--- config.mk ---
export PLATFORM = sky130hd
export DESIGN_NAME = rme_ram
export DESIGN_NICKNAME = d
export VERILOG_FILES = /design/src/rtl/core/assert_macros.svh /design/src/rtl/core/rme_ram.sv
export SDC_FILE = /design/constraint.sdc
export NUM_CORES = 1
export LEC_CHECK = 0
export BUFFER_PORTS_ARGS = -buffer_cell sky130_fd_sc_hd__buf_2
export CAP_MARGIN = 15
export CORE_MARGIN = 1.5
export CORE_UTILIZATION = 38
export CTS_CLUSTER_SIZE = 14
export DETAILED_ROUTE_END_ITERATION = 8
export SLEW_MARGIN = 20
export SYNTH_ARGS = -nofsm -noshare
export SYNTH_HDL_FRONTEND = slang
export SYNTH_SLANG_ARGS = --single-unit
--- constraint.sdc ---
create_clock -name i_clk -period 2.65 [get_ports i_clk]
set_input_delay 0.1325 -clock i_clk [delete_from_list [all_inputs] [get_ports i_clk]]
set_output_delay 0.1325 -clock i_clk [all_outputs]
set_load 0.01 [all_outputs]
--- src/rtl/core/assert_macros.svh ---
// Assertion macros shared by the mutex engine RTL.
// No dependencies; included by files that carry concurrent checks.
`ifndef ASSERT_MACROS_SVH
`define ASSERT_MACROS_SVH

`ifndef SYNTH
// Check held off while the synchronous reset is asserted.
`define MTX_ASSERT_RST(lbl, clk, rst_n, prop, msg) \
    lbl: assert property (@(posedge clk) disable iff (!(rst_n)) (prop)) else $error(msg);
// Check that runs at every edge, reset included.
`define MTX_ASSERT(lbl, clk, prop, msg) \
    lbl: assert property (@(posedge clk) (prop)) else $error(msg);
`else
`define MTX_ASSERT_RST(lbl, clk, rst_n, prop, msg)
`define MTX_ASSERT(lbl, clk, prop, msg)
`endif

`endif

--- src/rtl/core/rme_ram.sv ---
// Generic single write port, single read port RAM with registered read.
// No dependencies.
module rme_ram #(
    parameter int  WIDTH = 8,
    parameter int  DEPTH = 32,
    localparam int AW    = $clog2(DEPTH)
) (
    input  logic             i_clk,
    input  logic             i_we,
    input  logic [AW-1:0]    i_waddr,
    input  logic [WIDTH-1:0] i_wdata,
    input  logic             i_re,
    input  logic [AW-1:0]    i_raddr,
    output logic [WIDTH-1:0] o_rdata
);

    logic [WIDTH-1:0] r_mem [DEPTH];
    logic [WIDTH-1:0] r_rdata;

    always_ff @(posedge i_clk) begin
        if (i_we) begin
            r_mem[i_waddr] <= i_wdata;
        end
        if (i_re) begin
            r_rdata <= r_mem[i_raddr];
        end
    end

    assign o_rdata = r_rdata;

endmodule

# == Word level (Yosys, flattened, before mapping) ==
# Memory sizes are Yosys's and may differ from the RTL's. A register that Yosys moved wholly into a read port is not among the register bits.
# Index checks and enable logic that the tools add are counted.
# classes
n_mux,2
# ops
cell,n
1-bit 2-to-1 mux,2
# word_totals
mem_count,1
word_cells,3
input_bits,21
ram_bits,256
register_bits,0
# memory_table
memory,words,width,rd,rd_clocked_by_memory_dff,wr,line_no,rtl
r_mem,32,8,1,1,1,rme_ram.sv:17,logic [WIDTH-1:0] r_mem [DEPTH];

# == Depth between registers and ports, before layout ==
# Gate-level depths: netlist of the first run.
# logic_depth
depth_word,2
mapped_depth,5
depth_no_buf,3

# == Worst setup path before layout of the first run ==
# Ideal clock, no wire load.
# synth_path
kind,input to register
start,input i_raddr[2]
end,register r_rdata[0] (netlist: o_rdata[0]) (read register of r_mem) (data pin)
cell_stages,5
path_buffers,2
setup_slack_ns,0.576
arrival_ns,1.814
required_time_ns,2.390
path_cell_list,clkbuf_1 > clkbuf_1 > mux4_2 > mux4_2 > mux2_2
# synth_rtl
element,line_no,rtl
"start, declared",rme_ram.sv:13,"input logic [AW-1:0] i_raddr,"
"end, declared",rme_ram.sv:18,logic [WIDTH-1:0] r_rdata;

==> results.json, run 1 <==
{
  "synthCells": 417,
  "crit_end": "o_rdata[1]",
  "crit_type": "reg2reg",
  "cp_data_required_time_ps": 2930,
  "ir_drop_uv": 405,
  "clockBufferDepth": 3,
  "seqPwrFrac_pct": 54.3,
  "drt-wirelength-per-cell_um": 25.2,
  "grt_start_max_net_pins": 65,
  "rsz0062_at_grt": "false",
  "path_max_fanout": 1,
  "p_total_w": 0.00862,
  "relSlewSlack_pct": 39.3,
  "drc": 4,
  "clockRootBuffer": "clkbuf_16",
  "core-area_um2": 26100,
  "fin_skew_ps": 19.6,
  "switchingPower_w": 0.00172,
  "via_per_inst": 5.40,
  "swShare_pct": 20.0,
  "cts_made_buffers": 27,
  "hold_viol": 0,
  "path_clk_slew_ps": 60,
  "ys.flop_type": "edfxtp_1",
  "cp.arrival_ps": 2210,
  "yosys.area.top_type": "edfxtp_1",
  "cts_tree": "yes",
  "max_cap_violations": 0,
  "dieHeight_um": 166,
  "die_area_um2": 27700,
  "synth_seq_area_share_pct": 78.2,
  "setup.worst_path.start": "r_mem[5][1]",
  "synth_top_area_share_pct": 78.2,
  "syn_to_final_growth_pct": 15.1,
  "antenna_found_initial": 0,
  "place_worst_setup_slack_ps": 338,
  "yosysMostFrequentCell": "edfxtp_1",
  "async_flop_share_pct": 0,
  "cts.htree.levels": 1,
  "p_leak_nw": 3.66,
  "clk_latency_ps": 530,
  "r2r-start": "r_mem[5][1]",
  "nNetsFinal": 505,
  "setup-tns-final_ps": 0,
  "r2r_slack_ps": 720,
  "max_slew.worst_pin.slew_ps": 907,
  "wl_um": 21000,
  "grt_pass1_vias": 4706,
  "violations": "design-rule violations",
  "worst_slack_ps": 724,
  "fin_crit_ps": 1930,
  "synth_area_um2": 10100,
  "port_buffers": 28,
  "synth_edf_count": 264,
  "syn_area_per_cell_um2": 24.3,
  "synth_area_leaders": "edfxtp_1 (78%), mux4_2 (18%), nor2_1 (1.2%), mux2_2 (0.89%), buf_4 (0.44%)",
  "critPathLaunchType": "flip-flop",
  "cts-resized-gates": 0,
  "clock_power_share_pct": 40.5,
  "powerDensity_nw_per_um2": 739,
  "status": "finished with violations",
  "row_count": 59,
  "grt_pass1_wl_um": 31300,
  "antenna_cells": 0,
  "syn_nets": 438,
  "drt_iter0_drc": 553,
  "synth_commonest_cells": "edfxtp_1 (264), mux4_2 (80), nor2_1 (33), mux2_2 (8)",
  "grt-ovfl-total": 0,
  "cts_num_sinks": 264,
  "p_comb_share_pct": 5.2,
  "start_util_pct": 38.8,
  "grtUsageTotal_pct": 15.5,
  "drv_slew": 0,
  "pin_count": 29,
  "cellInternalPower_w": 0.00690,
  "reg2reg_depth": 3,
  "finalSetupViolCount": 0,
  "critPathCaptureType": "flip-flop",
  "drive_above_1_share_pct": 36.0,
  "die_w_um": 166,
  "r2r_end": "o_rdata[1]",
  "ys.warnings.count": 0,
  "synth_cell_types": 14,
  "post-route-period-util_pct": 72.7,
  "fmax_mhz": 519,
  "vias": 4505,
  "min_path_type": "in2reg",
  "postRouteAntennaNets": 0,
  "gp_congestion": 0.721,
  "synth-seq-cells": 264,
  "place_hpwl_um": 13100,
  "first_pass_iters": 7
}
## cell type report
type / instances / area (um2)
Fill cell: 2212 / 14500
Sequential cell: 264 / 7930
Multi-Input combinational cell: 133 / 2100
Clock buffer: 34 / 702
Timing Repair Buffer: 58 / 420
Tap cell: 335 / 419
Clock inverter: 11 / 97.6
## logic make-up after synthesis
kind of cell | after synthesis | share of synthesized area [%]
AND/OR/NAND/NOR | 45 | 2.05
buffers and inverters | 20 | 1.05
multiplexers | 88 | 18.7
flip-flops | 264 | 78.2
## worst max-delay path: stages, from the launching register on
cell      delay, ps
edfxtp_1        370
mux4_2          530
mux4_2          510
mux2_2          280
## placed cells by master, fill, tap and decap left out, drive strengths merged
master / netlist / routed
bufinv: 0 / 2
clkbuf: 6 / 34
nand2: 1 / 1
mux4: 80 / 80
mux2: 8 / 8
dlygate4sd3: 0 / 1
nor2: 33 / 33
or3: 1 / 1
edfxtp: 264 / 264
or3b: 3 / 3
buf: 14 / 57
nand3b: 5 / 5
nand3: 2 / 2
clkinv: 0 / 9
## per-layer routing
metal | wire [um] | GRT usage (%)
met2 | 9820 | 24.0
met5 | 0 | 0
met3 | 1340 | 2.34
met4 | 386 | 3.40
met1 | 9490 | 23.5
## worst min path at each step
| stage | depth (start not counted) | endpoint | startpoint |
|---|---|---|---|
| floorplan | 0 | r_mem[0][0] | i_wdata[0] |
| global placement | 1 | o_rdata[3] | i_re |
| detailed placement | 1 | o_rdata[2] | i_re |
| CTS | 2 | o_rdata[0] | i_raddr[3] |
| global route | 2 | o_rdata[0] | i_raddr[3] |
| finish | 2 | o_rdata[0] | i_raddr[3] |
## metrics by stage
| stage | instance area, um2 | hold WS (ps) | instances | utilization (%) |
|---|---|---|---|---|
| after floorplan | 10100 | 231 | 417 | - |
| after global placement | 10900 | 512 | 789 | 41.5 |
| after detailed placement | 10900 | 515 | 789 | 41.5 |
| after CTS | 11700 | 117 | 835 | 44.6 |
| after global routing | 11700 | 129 | 835 | 44.6 |
| final | 11700 | 147 | 835 | 44.6 |
## registers in the layout, indices dropped and copies added, names as in the netlist
name,flops
r_mem,256
o_rdata,8
## power by group through the flow
stage	Sequential [W]	Combinational, W	Clock (W)
4_1_cts	0.00468	0.000456	0.00356
3_3_place_gp	0.00477	0.000443	0
5_1_grt	0.00468	0.000479	0.00372
6_report	0.00468	0.000448	0.00349
2_1_floorplan	0.00477	0.000248	0
3_5_place_dp	0.00477	0.000453	0
## what timing repair did
action                                 CTS  global route
endpoints found under the hold margin    8             0
hold buffers                             1             0
buffers inserted                         0             0
Note: power is estimated with default switching activity, not from simulation.
==> run 2, diff against run 1 <==
Clock period 2.65 ns to 1.9 ns, I/O delays scaled along.
==> results.json, run 2 (same netlist as run 1, synthesis figures left out) <==
{
  "drive_above_1_share_pct": 37.7,
  "cp_data_required_time_ps": 2170,
  "fin_crit_ps": 1930,
  "postRouteAntennaNets": 0,
  "row_count": 59,
  "wl_um": 21400,
  "critPathMaxStageDelay_ps": 530,
  "post_cts_buffers": 0,
  "critPathLaunchType": "flip-flop",
  "place_worst_setup_slack_ps": -249,
  "crit_type": "reg2reg",
  "rsz0062_at_grt": "true",
  "grt_start_max_net_pins": 33,
  "whs_endpoint": "o_rdata[6]",
  "powerDensity_nw_per_um2": 1010,
  "violations": "design-rule violations, negative setup slack",
  "drt_iter0_drc": 484,
  "r2r-start": "r_mem[13][2]",
  "grt-ovfl-total": 0,
  "cp_slowest_cell": "mux4_2",
  "clockRootBuffer": "clkbuf_16",
  "hold_viol": 0,
  "grt_pass1_vias": 4664,
  "drv_slew": 0,
  "clockBufferDepth": 3,
  "cp.arrival_ps": 2200,
  "gp_congestion": 0.746,
  "p_leak_nw": 3.72,
  "syn_to_final_growth_pct": 16.3,
  "nNetsFinal": 516,
  "min_path_type": "in2reg",
  "max_slew.worst_pin.slew_ps": 678,
  "start_util_pct": 38.8,
  "critPathCaptureType": "flip-flop",
  "cts_tree": "yes",
  "r2r_end": "o_rdata[2]",
  "path_max_fanout": 1,
  "reg2reg_depth": 3,
  "post-route-period-util_pct": 102,
  "fill_cells": 2196,
  "pin_count": 29,
  "fmax_mhz": 518,
  "cts_made_buffers": 26,
  "min_path_cells": 2,
  "die_w_um": 166,
  "core-area_um2": 26100,
  "p_total_w": 0.0119,
  "relSlewSlack_pct": 54.8,
  "largest_reg_flops": 256,
  "ir_drop_uv": 699,
  "antenna_cells": 0,
  "grtUsageTotal_pct": 15.6,
  "die_area_um2": 27700,
  "fin_skew_ps": 7.03,
  "clk_latency_ps": 520,
  "worst_slack_ps": -31.8,
  "status": "finished with violations",
  "regMostFlops": "r_mem",
  "final_common_cell": "edfxtp_1",
  "vias": 4680,
  "via_per_inst": 5.53,
  "cts_num_sinks": 264,
  "grt_pass1_wl_um": 31200,
  "dieHeight_um": 166,
  "cp_cell_sequence": "mux4_2 > mux4_2 > mux2_2",
  "drc": 2,
  "first_pass_iters": 7,
  "path_clk_slew_ps": 60,
  "holdWs_ps": 94.4,
  "r2r_slack_ps": -30,
  "port_buffers": 28,
  "finalSetupViolCount": 7,
  "hp-start": "i_raddr[3]",
  "cts.htree.levels": 1,
  "place_hpwl_um": 13400,
  "antenna_found_initial": 0,
  "max_cap_violations": 0,
  "drt-wirelength-per-cell_um": 25.2,
  "final_cell_mix": "edfxtp_1 (264), mux4_2 (80), buf_4 (35), nor2_1 (33)",
  "cp_common_cell": "mux4_2"
}
==> run 2: cell types whose count changed in the layout (fill, tap and decap cells not counted), sizes merged <==
cell	change
clkinvlp	+2
buf	+12
bufinv	-1
clkbuf	-3
clkinv	+2
==> run 2: stage by stage <==
stage / util (%) / cell area [um2] / TNS (ps) / cells
after floorplan: - / 10200 / 0 / 417
after detailed placement: 42.0 / 11000 / -1780 / 801
after global placement: 42.0 / 11000 / -1750 / 801
after global routing: 45.1 / 11800 / -388 / 847
after CTS: 45.1 / 11800 / -203 / 847
final: 45.1 / 11800 / -145 / 847
==> run 2: report_power, final <==
part           total, W  internal (W)  switching, W
registers       0.00653       0.00650     0.0000238
logic          0.000641      0.000289      0.000352
clock network   0.00472       0.00271       0.00202
total            0.0119       0.00950       0.00239
==> run 2: how the worst max path moves through the flow <==
stage	cells past startpoint	from	to	slack [ps]
finish	3	r_mem[13][2]	o_rdata[2]	-30
global route	3	r_mem[28][6]	o_rdata[6]	-70
CTS	3	r_mem[28][6]	o_rdata[6]	-40
detailed placement	5	i_raddr[0]	o_rdata[6]	-250
global placement	5	i_raddr[0]	o_rdata[2]	-240
floorplan	5	i_raddr[2]	o_rdata[0]	2
==> run 2: repair_timing <==
| action | 4_1_cts | 5_1_grt |
|---|---|---|
| resized for setup | 1 | 0 |
| hold endpoints to repair | 8 | 0 |
| hold buffers | 1 | 0 |
| setup endpoints to repair | 8 | 8 |
==> run 2: metal layers <==
metal	wire (um)	track usage [%]	vias to the layer above
li1	-	-	1940
met1	9720	23.9	2502
met2	9780	23.8	207
met3	1520	2.00	31
met4	346	3.83	0
met5	0	0	-
==> run 2: cell type report <==
type | count | area, um2 | share of cell area [%]
Sequential cell | 264 | 7930 | 67.3
Multi-Input combinational cell | 133 | 2100 | 17.9
Timing Repair Buffer | 70 | 548 | 4.65
Tap cell | 335 | 419 | 3.56
Clock buffer | 31 | 691 | 5.86
Clock inverter | 14 | 93.8 | 0.796
==> run 2: critical path, delay by kind of cell (launching register included) <==
family / cells / cell delay [ps]
mux: 3 / 1320
flops: 1 / 360
